$ cat config.mk
export PLATFORM = sky130hd
export DESIGN_NAME = multiple_stacks_in_one_array
export DESIGN_NICKNAME = d
export VERILOG_FILES = /design/src/rtl/msa_pkg.sv /design/src/rtl/msa_ctrl.sv /design/src/rtl/msa_dp.sv /design/src/rtl/multiple_stacks_in_one_array.sv
export SDC_FILE = /design/constraint.sdc
export NUM_CORES = 2
export LEC_CHECK = 0
export BUFFER_PORTS_ARGS = -buffer_cell sky130_fd_sc_hd__buf_2
export CAP_MARGIN = 20
export CORE_ASPECT_RATIO = 1.75
export CORE_UTILIZATION = 55
export CTS_BUF_LIST = sky130_fd_sc_hd__clkbuf_16
export DETAILED_ROUTE_END_ITERATION = 12
export PLACE_DENSITY_LB_ADDON = 0.12
export SYNTH_ARGS = -nofsm -noshare
export SYNTH_HDL_FRONTEND = slang
export SYNTH_SLANG_ARGS = --single-unit
$ cat constraint.sdc
create_clock -name clock -period 5.97 [get_ports clock]
set_input_delay 0.8955 -clock clock [delete_from_list [all_inputs] [get_ports clock]]
set_output_delay 0.8955 -clock clock [all_outputs]
set_load 0.05 [all_outputs]
$ cat src/rtl/msa_pkg.sv
// Shared types and codes for the partitioned multi-stack memory.
`timescale 1ns / 1ps

package msa_pkg;

   localparam int unsigned DATA_W    = 32;
   localparam int unsigned INDEX_W   = 3;
   localparam int unsigned NUM_SLOTS = 2 ** INDEX_W;
   localparam int unsigned CSR_W     = 4;

   typedef enum logic [1:0] {
      ACT_PUSH = 2'd0,
      ACT_POP  = 2'd1,
      ACT_SHOW = 2'd2,
      ACT_NONE = 2'd3
   } action_type;

   typedef enum logic [1:0] {
      ST_OK        = 2'd0,
      ST_OVERFLOW  = 2'd1,
      ST_UNDERFLOW = 2'd2,
      ST_BAD_INDEX = 2'd3
   } status_type;

   typedef enum logic [1:0] {
      S_IDLE,
      S_DECODE,
      S_SHOW
   } state_type;

   typedef struct packed {
      logic [1:0]                action;
      logic [INDEX_W-1:0]        stack_index;
      logic signed [DATA_W-1:0]  value;
   } req_type;

   typedef struct packed {
      logic signed [DATA_W-1:0]  data;
      logic [1:0]                status;
      logic                      last;
   } rsp_type;

   // controller -> datapath
   typedef struct packed {
      logic       capture;    // latch the request
      logic       push;       // write element, bump fill
      logic       read_top;   // read top element, load walk pointer
      logic       read_next;  // read next element down
      logic       pop;        // drop fill by one
      logic       emit;       // present a result next cycle
      status_type emit_status;
      logic       emit_last;
   } cmd_type;

   // datapath -> controller
   typedef struct packed {
      action_type action;
      logic       bad;
      logic       full;
      logic       empty;
      logic       fill_one;
      logic       remain_one;
   } sts_type;

endpackage

$ cat src/rtl/msa_ctrl.sv
// Sequencer for the multi-stack block: decodes each request and walks displays.
`timescale 1ns / 1ps

module msa_ctrl
   import msa_pkg::*;
(
   input  logic    clock,
   input  logic    reset,
   input  logic    start,
   output logic    busy,
   input  sts_type sts,
   output cmd_type cmd
);

   state_type state_ff, state_in;

   always_ff @(posedge clock) begin
      if (reset) begin
         state_ff <= S_IDLE;
      end else begin
         state_ff <= state_in;
      end
   end

   always_comb begin
      state_in        = state_ff;
      cmd             = '0;
      cmd.emit_status = ST_OK;
      busy            = (state_ff != S_IDLE);
      unique case (state_ff)
         S_IDLE: begin
            if (start) begin
               cmd.capture = 1'b1;
               state_in    = S_DECODE;
            end
         end
         S_DECODE: begin
            state_in = S_IDLE;
            if (sts.action == ACT_NONE) begin
               // no action: dropped silently
            end else if (sts.bad) begin
               cmd.emit        = 1'b1;
               cmd.emit_status = ST_BAD_INDEX;
               cmd.emit_last   = 1'b1;
            end else if (sts.action == ACT_PUSH) begin
               if (sts.full) begin
                  cmd.emit        = 1'b1;
                  cmd.emit_status = ST_OVERFLOW;
                  cmd.emit_last   = 1'b1;
               end else begin
                  cmd.push = 1'b1;
               end
            end else if (sts.empty) begin
               cmd.emit        = 1'b1;
               cmd.emit_status = ST_UNDERFLOW;
               cmd.emit_last   = 1'b1;
            end else if (sts.action == ACT_POP) begin
               cmd.read_top  = 1'b1;
               cmd.pop       = 1'b1;
               cmd.emit      = 1'b1;
               cmd.emit_last = 1'b1;
            end else begin
               cmd.read_top  = 1'b1;
               cmd.emit      = 1'b1;
               cmd.emit_last = sts.fill_one;
               if (!sts.fill_one) begin
                  state_in = S_SHOW;
               end
            end
         end
         S_SHOW: begin
            cmd.read_next = 1'b1;
            cmd.emit      = 1'b1;
            cmd.emit_last = sts.remain_one;
            if (sts.remain_one) begin
               state_in = S_IDLE;
            end
         end
         default: begin
            state_in = S_IDLE;
         end
      endcase
   end

endmodule

$ cat src/rtl/msa_dp.sv
// Datapath: partition bounds, fill counters, element memory and result register.
`timescale 1ns / 1ps

module msa_dp
   import msa_pkg::*;
#(
   parameter int unsigned MEM_DEPTH  = 32,
   parameter int unsigned MAX_STACKS = 8
)(
   input  logic             clock,
   input  logic             reset,
   input  logic             csr_we,
   input  logic [CSR_W-1:0] csr_wdata,
   input  req_type          req_item,
   input  cmd_type          cmd,
   output sts_type          sts,
   output logic             rsp_valid,
   output rsp_type          rsp_item
);

   localparam int unsigned AW  = (MEM_DEPTH > 1) ? $clog2(MEM_DEPTH) : 1;
   localparam int unsigned FW  = $clog2(MEM_DEPTH + 1);
   localparam int unsigned NW  = $clog2(MAX_STACKS + 1);
   localparam int unsigned CW  = (NW > INDEX_W) ? NW : INDEX_W;
   localparam int unsigned EW  = (NW > CSR_W) ? NW : CSR_W;
   localparam int unsigned PW  = FW + INDEX_W;

   // partition size for each stack count, worked out at elaboration
   logic [FW-1:0] part_tab [2**NW];
   for (genvar k = 0; k < 2**NW; k++) begin : g_part
      if (k == 0) begin : g_zero
         assign part_tab[k] = '0;
      end else begin : g_div
         localparam int unsigned PART = MEM_DEPTH / k;
         assign part_tab[k] = FW'(PART);
      end
   end

   logic [NW-1:0]            nstk_ff;
   logic [FW-1:0]            part_ff;
   logic [FW-1:0]            fill_ff [NUM_SLOTS];
   logic [DATA_W-1:0]        mem [MEM_DEPTH];
   req_type                  req_ff;
   logic [AW-1:0]            addr_ff;
   logic [FW-1:0]            remain_ff;
   logic signed [DATA_W-1:0] rd_data_ff;
   logic                     rsp_valid_ff;
   logic [1:0]               rsp_status_ff;
   logic                     rsp_last_ff;

   logic [EW-1:0]  csr_ext;
   logic [NW-1:0]  nstk_in;
   logic [FW-1:0]  fill;
   logic [PW-1:0]  prod;
   logic [FW:0]    base_w;
   logic [FW:0]    fill_w;
   logic [FW:0]    cap;
   logic [FW:0]    push_sum;
   logic [FW:0]    top_sum;
   logic           last_part;

   // effective stack count: zero acts as one, clamped to MAX_STACKS
   always_comb begin
      csr_ext = EW'(csr_wdata);
      if (csr_ext == '0) begin
         nstk_in = NW'(1);
      end else if (csr_ext > EW'(MAX_STACKS)) begin
         nstk_in = NW'(MAX_STACKS);
      end else begin
         nstk_in = NW'(csr_ext);
      end
   end

   always_comb begin
      fill      = fill_ff[req_ff.stack_index];
      prod      = PW'(part_ff) * PW'(req_ff.stack_index);
      base_w    = (FW+1)'(prod[AW-1:0]);
      fill_w    = (FW+1)'(fill);
      last_part = (CW'(req_ff.stack_index) + CW'(1)) >= CW'(nstk_ff);
      cap       = last_part ? ((FW+1)'(MEM_DEPTH) - base_w) : (FW+1)'(part_ff);
      push_sum  = base_w + fill_w;
      top_sum   = push_sum - (FW+1)'(1);

      sts.action     = action_type'(req_ff.action);
      sts.bad        = CW'(req_ff.stack_index) >= CW'(nstk_ff);
      sts.full       = fill_w >= cap;
      sts.empty      = (fill == '0);
      sts.fill_one   = (fill == FW'(1));
      sts.remain_one = (remain_ff == FW'(1));
   end

   always_ff @(posedge clock) begin
      if (reset) begin
         nstk_ff <= NW'(1);
         part_ff <= part_tab[NW'(1)];
         for (int i = 0; i < NUM_SLOTS; i++) begin
            fill_ff[i] <= '0;
         end
      end else if (csr_we) begin
         // new split empties every stack
         nstk_ff <= nstk_in;
         part_ff <= part_tab[nstk_in];
         for (int i = 0; i < NUM_SLOTS; i++) begin
            fill_ff[i] <= '0;
         end
      end else if (cmd.push) begin
         fill_ff[req_ff.stack_index] <= fill + FW'(1);
      end else if (cmd.pop) begin
         fill_ff[req_ff.stack_index] <= fill - FW'(1);
      end
   end

   always_ff @(posedge clock) begin
      if (cmd.capture) begin
         req_ff <= req_item;
      end
      if (cmd.push) begin
         mem[push_sum[AW-1:0]] <= req_ff.value;
      end
      if (cmd.read_top) begin
         rd_data_ff <= mem[top_sum[AW-1:0]];
         addr_ff    <= top_sum[AW-1:0] - AW'(1);
         remain_ff  <= fill - FW'(1);
      end else if (cmd.read_next) begin
         rd_data_ff <= mem[addr_ff];
         addr_ff    <= addr_ff - AW'(1);
         remain_ff  <= remain_ff - FW'(1);
      end
   end

   always_ff @(posedge clock) begin
      if (reset) begin
         rsp_valid_ff <= 1'b0;
      end else begin
         rsp_valid_ff <= cmd.emit;
      end
      if (cmd.emit) begin
         rsp_status_ff <= cmd.emit_status;
         rsp_last_ff   <= cmd.emit_last;
      end
   end

   assign rsp_valid       = rsp_valid_ff;
   assign rsp_item.data   = (rsp_status_ff == ST_OK) ? rd_data_ff : '0;
   assign rsp_item.status = rsp_status_ff;
   assign rsp_item.last   = rsp_last_ff;

endmodule

$ cat src/rtl/multiple_stacks_in_one_array.sv
// Top level: several stacks sharing one element memory with a fixed split.
`timescale 1ns / 1ps

// A request transfers when start is high and busy is low; busy is high while
// the block works on it. A push, a pop or an error keeps busy high only while
// the request is decoded, so the next request can transfer once busy falls;
// any result is valid in the first cycle with busy low. A display of a stack
// holding F elements holds busy while reading, gives one result per cycle,
// top first, each registered from its read, the last in the first cycle with
// busy low, as the single read port of the element memory walks down the
// partition. Each result is on rsp_item for one cycle with rsp_valid high and
// cannot be held off. csr_wdata sets the stack count (zero acts as one,
// anything above MAX_STACKS as MAX_STACKS); writing it empties every stack.
module multiple_stacks_in_one_array
   import msa_pkg::*;
#(
   parameter int unsigned MEM_DEPTH  = 32,
   parameter int unsigned MAX_STACKS = 8
)(
   input  logic             clock,
   input  logic             reset,
   input  logic             start,
   output logic             busy,
   input  req_type          req_item,
   output logic             rsp_valid,
   output rsp_type          rsp_item,
   input  logic             csr_we,
   input  logic [CSR_W-1:0] csr_wdata
);

   cmd_type cmd;
   sts_type sts;

   msa_ctrl u_ctrl (
      .clock (clock),
      .reset (reset),
      .start (start),
      .busy  (busy),
      .sts   (sts),
      .cmd   (cmd)
   );

   msa_dp #(
      .MEM_DEPTH  (MEM_DEPTH),
      .MAX_STACKS (MAX_STACKS)
   ) u_dp (
      .clock     (clock),
      .reset     (reset),
      .csr_we    (csr_we),
      .csr_wdata (csr_wdata),
      .req_item  (req_item),
      .cmd       (cmd),
      .sts       (sts),
      .rsp_valid (rsp_valid),
      .rsp_item  (rsp_item)
   );

endmodule

# Word level (Yosys, flattened, before mapping)
# Memories as Yosys holds them, arrays and structs flattened. A register that Yosys moved wholly into a read port is not among the register bits.
# Index checks and enable logic that the tools add are counted.
[op_classes]
n_eq_ne = 8
n_addsub = 9
n_div = 0
order_cmp = 4
mux = 72
multipliers = 1
n_shift = 0
bitwise_logic = 11
n_reduce_logical = 10
[ops]
columns = ["cell", "n"]
rows = [
  ["2-to-1 mux 32 bit", 3],
  ["2-to-1 mux 6 bit", 12],
  ["2-to-1 mux 1 bit", 30],
  ["2-to-1 mux 2 bit", 12],
  ["2-to-1 mux 4 bit", 5],
  ["2-to-1 mux 5 bit", 4],
  ["subtractor 5 x 1 -> 5 bit, second input constant", 3],
  ["== test 6 x 1 -> 1 bit, second input constant", 2],
  ["subtractor 6 x 1 -> 6 bit, second input constant", 2],
  ["bitwise OR 1 bit", 9],
  [">= comparator 6 x 7 -> 1 bit", 1],
  ["2-to-1 mux 7 bit", 1],
  ["subtractor 6 x 5 -> 7 bit, first input constant", 1],
  ["adder 6 x 1 -> 6 bit, second input constant", 1],
  ["zero test 2 bit", 3],
  ["zero test 6 bit", 1],
  ["multiplier 6 x 3 -> 5 bit", 1],
  ["2-to-1 mux 3 bit", 2],
  ["case mux 2 bit (3 select lines)", 1],
  ["OR reduction 6 bit", 1],
  ["adder 5 bit", 1],
  ["NOT 4 -> 5 bit", 1],
  ["adder 3 x 1 -> 4 bit, second input constant", 1],
  ["== test 2 x 1 -> 1 bit, second input constant", 2],
  ["other kinds (12)", 15],
]
[totals]
mem_bits_rw = 1072
out_inout_bits = 37
in_bits = 45
rom_bits = 96
regBits = 90
latch_bits = 0
elab_cells = 129
mem_count = 3
[memory_table]
columns = ["name", "depth", "word_bits", "rd", "rd_ports_with_merged_regs", "wr", "line", "text"]
rows = [
  ["u_dp.mem", 32, 32, 2, 1, 1, "msa_dp.sv:42", "logic [DATA_W-1:0] mem [MEM_DEPTH];"],
  ["(no name shown)", 16, 6, 1, 1, 0, "msa_dp.sv:102", "part_ff <= part_tab[nstk_in];"],
  ["u_dp.fill_ff", 8, 6, 1, 1, 8, "msa_dp.sv:41", "logic [FW-1:0] fill_ff [NUM_SLOTS];"],
]

# Logic depth before layout (Yosys ltp)
[depth]
depth_word = 17
mapped_depth = 20
mapped_depth_nobuf = 16

# Hierarchy
# A second synthesis with hierarchy kept.
[hier_totals]
hier_cells = 2758
area_unflattened_um2 = 55031.5
[by_module_without_submodules]
columns = ["mod", "seq_area_each_um2", "cells_each", "n_inst", "area_per_inst_um2"]
rows = [
  ["msa_dp", 35063.6, 2721, 1, 54698.7],
  ["msa_ctrl", 40.0, 37, 1, 332.8],
]

# Worst setup path after synthesis
# No wires, ideal clock.
[synth_timing]
path_type = "reg2reg"
startpoint = "reg u_dp.req_ff[32] in the netlist's numbering"
endpoint = "mem u_dp.mem[0][0], enable pin"
path_stages_with_launch = 18
t_arrival_ns = 5.899
n_path_buf = 2
setup_time_ns = 0.461
required_ns = 5.509
path_slack_ns = -0.390
period_less_slack_ns = 6.360
cell_sequence = "edfxtp_1 > clkbuf_1 > and2_1 > fa_1 > ha_1 > inv_1 > fa_1 > xnor2_1 > xnor2_1 > xnor2_1 > nand3_1 > nor2_1 > a21oi_1 > ha_1 > a21oi_1 > o21ai_1 > clkbuf_1 > nor3_1"
[synth_via]
elab_chain_cells = 11
elab_cells_between_ends = 15
classes_between = "add/sub: 3; mul: 1; order compare: 3; mux: 8"
[synth_rtl]
columns = ["element", "line", "text"]
rows = [
  ["start: declaration", "msa_dp.sv:43", "req_type req_ff;"],
  ["start signal: assignment", "msa_dp.sv:115", "req_ff <= req_item;"],
  ["multiplier 6 x 3 -> 5 bit / adder 3 x 1 -> 4 bit (equally long branches)", "msa_dp.sv:76, msa_dp.sv:79", ""],
  ["subtractor 6 x 5 -> 7 bit / >= comparator 4 bit (equally long branches)", "msa_dp.sv:80, msa_dp.sv:79", ""],
  ["2-to-1 mux 7 bit", "msa_dp.sv:80", "cap = last_part ? ((FW+1)'(MEM_DEPTH) - base_w) : (FW+1)'(part_ff);"],
  [">= comparator 6 x 7 -> 1 bit", "msa_dp.sv:86", "sts.full = fill_w >= cap;"],
  ["2-to-1 mux 1 bit", "msa_ctrl.sv:46", "if (sts.full) begin"],
  ["2-to-1 mux 1 bit", "msa_ctrl.sv:45", "end else if (sts.action == ACT_PUSH) begin"],
  ["2-to-1 mux 2 bit", "msa_ctrl.sv:41", "end else if (sts.bad) begin"],
  ["2-to-1 mux 2 bit", "msa_ctrl.sv:39", "if (sts.action == ACT_NONE) begin"],
  ["2-to-1 mux 2 bit", "msa_ctrl.sv:30", "unique case (state_ff)"],
  ["2-to-1 mux 1 bit", "msa_dp.sv:117", "if (cmd.push) begin"],
  ["2-to-1 mux 1 bit (implied by the code)", "msa_dp.sv:118", "mem[push_sum[AW-1:0]] <= req_ff.value;"],
  ["end: declaration", "msa_dp.sv:42", ""],
]
# Several ways; a longest one is shown, not always the timed one.

# Worst setup path after layout
[layout_timing]
startpoint = "reg u_dp.req_ff[33] in the netlist's numbering"
endpoint = "mem u_dp.mem[3][15], enable pin"
# Same word-level chain as after synthesis.

==> flow_metrics.env <==
export IMPL_cts_max_path_buffers=3
export IMPL_core_area_um2=99400
export IMPL_cts_hold_repair_buffers=0
export IMPL_design_area_um2=61800
export IMPL_fin_crit_ns=5.29
export IMPL_critPathLaunchType="flop"
export IMPL_chipHeight_um=420
export IMPL_pwr_share_comb_pct=26.6
export IMPL_p_int_mw=15.4
export IMPL_cts_sinks=1176
export IMPL_max_slew_worst_pin_slew_ns=1.03
export IMPL_num_antenna_cells=0
export IMPL_crit_cells=17
export IMPL_drc=0
export IMPL_num_nets_final=2988
export IMPL_finalWorstSetupSlack_ns=0.683
export IMPL_p_per_area_nw_per_um2=355
export IMPL_reg2reg_depth=17
export IMPL_rows=153
export IMPL_synth_warnings=0
export IMPL_ios=82
export IMPL_syn_nets=2835
export IMPL_cp_top_family="adder cells"
export IMPL_grt_max_degree=80
export IMPL_die_area_um2=101000
export IMPL_totalWireLength_um=153000
export IMPL_antenna_found_initial=7
export IMPL_placed_cells=4092
export IMPL_fin_skew_ns=0.0279
export IMPL_outcome="finished, final reports clean"
export IMPL_path_cells="and2_1 -> fa_1 -> ha_1 -> inv_1 -> fa_1 -> xnor2_1 -> xnor2_1 -> xnor2_1 -> nand3_1 -> nor2_1 -> a21oi_1 -> ha_1 -> a21oi_1 -> o21ai_4 -> buf_4 -> nor3_2 -> buf_4"
export IMPL_ys_seq_area_share_pct=63.8
export IMPL_viasPerCell=7.12
export IMPL_slew_violations=0
export IMPL_synthCells=2746
export IMPL_syn_cell_area_um2=55000
export IMPL_gr_total_overflow=0
export IMPL_yosys_top_cells_area="edfxtp_1, mux4_2, mux2i_1"
export IMPL_fmax_mhz=189
export IMPL_synth_edf_count=1155
export IMPL_synthArstFlopShare_pct=0
export IMPL_synth_top_cell_by_area="edfxtp_1"
export IMPL_final_cells=4301
export IMPL_preCtsSetupSlack_ns=0.756
export IMPL_worst_setup_path_type="reg -> reg"
export IMPL_critPathMostFrequentCell="xnor2_1"
export IMPL_holdPathStages=1
export IMPL_slew_headroom_pct=31.5
export IMPL_drive_gt1_share_pct=35.0
export IMPL_final_hold_violation_count=0
export IMPL_clk_pin_slew_worst_paths_ns=0.07
export IMPL_dr_first_iter_drc_count=3695
export IMPL_seq_power_share_pct=42.6
export IMPL_r2r_start="u_dp.req_ff[33]"
export IMPL_clock_latency_ns=0.73
export IMPL_switching_share_pct=29.6
export IMPL_cp_arrival_ns=5.65
export IMPL_port_buffers=81
export IMPL_end_kind="flop"
export IMPL_whs_ns=0.342
export IMPL_min_path_type="in -> reg"
export IMPL_synth_ff_type="edfxtp_1"
export IMPL_dr_pass1_iters=7
export IMPL_vias=30618
export IMPL_cts_root_buf="clkbuf_16"
export IMPL_grt_pass1_wl_um=221000
export IMPL_numCtsBuffers=104
export IMPL_first_global_vias=30702
export IMPL_synthDistinctLibCells=59
export IMPL_path_buf_inv=3
export IMPL_cts_tree="done"
export IMPL_placed_cell_area_um2=58000
export IMPL_worstPathRequired_ns=6.33
export IMPL_ir_drop_mv=0.417
export IMPL_crit_start="u_dp.req_ff[33]"
export IMPL_slowest_stage="edfxtp_1"
export IMPL_ctsResizeCount=0
export IMPL_finalSetupViolations=0
export IMPL_synthToLayoutAreaGrowth_pct=12.3
export IMPL_die_w_um=241
export IMPL_netSwitchingPower_mw=6.48
export IMPL_wl_per_cell_um=35.6
export IMPL_initial_core_util_pct=55.4
export IMPL_power_leakage_nw=20.2
export IMPL_hpwl_um=101000
export IMPL_syn_area_per_cell_um2=20.0
export IMPL_drv_cap=0
export IMPL_synth_top_area_share_pct=63.0
export IMPL_post_cts_buffers=0
export IMPL_critPathMaxFanout=35
export IMPL_place_congestion=0.883
export IMPL_track_usage_pct=31.1
export IMPL_h_tree_depth=3
export IMPL_antenna_left=0
export IMPL_rsz0062_at_grt="false"
export IMPL_max_stage_delay_ns=0.56
export IMPL_ys_seq_elements=1176
export IMPL_clockPowerShare_pct=30.9
export IMPL_worstHoldStart="req_item[1]"
export IMPL_period_share_pct=88.6
export IMPL_final_setup_tns_ns=0
## metal layers
layer	vias up	share of wire (%)	track usage, %
li1	11993	-	-
met1	16438	37	42.0
met2	1911	51	51.4
met3	272	8.4	4.73
met4	4	3.7	11.7
met5	-	0.016	0
## cell usage in the layout, fill, tap and decap left out, types with 4 or more instances in the layout
cell type and instances:
edfxtp_1 1155, mux4_2 588, mux2i_1 235, buf_4 112, clkbuf_16 106, buf_2 81, a21oi_1 77, nor2_1 70
nand2_1 52, inv_1 48, and2_1 38, ha_1 38, a211oi_1 37, nor2b_1 35, nor3_2 32, buf_12 26
clkinv_2 23, xnor2_1 22, buf_16 18, clkinv_1 17, dfxtp_1 16, o21ai_0 13, nand3_1 12, bufinv_16 12
xor2_1 10, nor3_1 8, nand2b_1 7, o2111ai_1 6, dfxtp_4 5, clkinv_4 5, o21a_1 4, or2_2 4
or3_1 4, fa_1 4, clkinvlp_4 4
## Yosys cell counts (4+ instances only)
cell / instances
a211oi_1: 37
a21oi_1: 77
and2_1: 38
buf_1: 32
buf_2: 16
buf_4: 5
clkbuf_1: 137
dfxtp_1: 21
edfxtp_1: 1155
fa_1: 4
ha_1: 40
inv_1: 28
mux2i_1: 235
mux4_2: 588
nand2_1: 52
nand2b_1: 7
nand3_1: 12
nor2_1: 71
nor2b_1: 35
nor3_1: 40
o2111ai_1: 6
o21a_1: 4
o21ai_0: 13
or2_2: 4
or3_1: 4
xnor2_1: 23
xor2_1: 10
## power groups by stage
stage	clock network (mW)	logic (mW)	registers, mW
3_3_place_gp	0	5.67	9.56
5_1_grt	7.12	6.10	9.33
3_5_place_dp	0	5.70	9.57
2_1_floorplan	0	3.78	9.45
4_1_cts	6.85	5.73	9.39
6_report	6.76	5.83	9.33
## cells by family after synthesis
kind of cell | Yosys count | share of synthesized area, %
XOR/XNOR | 36 | 0.648
buffers and inverters | 222 | 1.60
multiplexers | 831 | 28.6
adder cells (fa/ha/maj) | 44 | 1.05
flip-flops | 1176 | 63.8
AND/OR/NAND/NOR | 276 | 2.49
AO/OA/AOI/OAI | 161 | 1.86
## through the flow
stage / utilization (%) / power (mW)
2_1_floorplan: - / 13.2
3_3_place_gp: 58.3 / 15.2
3_5_place_dp: 58.3 / 15.3
4_1_cts: 61.7 / 22.0
5_1_grt: 62.2 / 22.6
6_report: 62.2 / 21.9
## final cells by class
| cell class | count | area (µm²) |
|---|---|---|
| fill | 6837 | 37500 |
| sequential | 1176 | 35100 |
| multi-input combinational | 1348 | 19300 |
| clock buffer | 106 | 2650 |
| timing repair buffer | 238 | 2280 |
| tap | 1317 | 1650 |
| clock inverter | 85 | 729 |
| inverter | 31 | 118 |
## registers in the layout (all words and copies together) (netlist names), named ones only
register            flops
u_dp.rsp_valid          1
u_dp.part_ff            6
u_dp.req_ff            35
u_dp.rsp_last_ff        1
u_dp.fill_ff           48
u_dp.remain_ff          6
u_dp.sts                2
u_dp.mem             1024
u_dp.addr_ff            5
u_dp.rd_data_ff        32
u_ctrl.state_ff         2
u_dp.nstk_ff            4
u_dp.rsp_status_ff      2
## final timing paths
path                              to  slack, ns
setup / recovery     u_dp.mem[3][15]       0.68
hold / removal        u_dp.req_ff[1]       0.34
setup reg to reg     u_dp.mem[3][15]       0.68
hold reg to reg   u_ctrl.state_ff[1]       0.48
(Power assumes the default switching activity.)
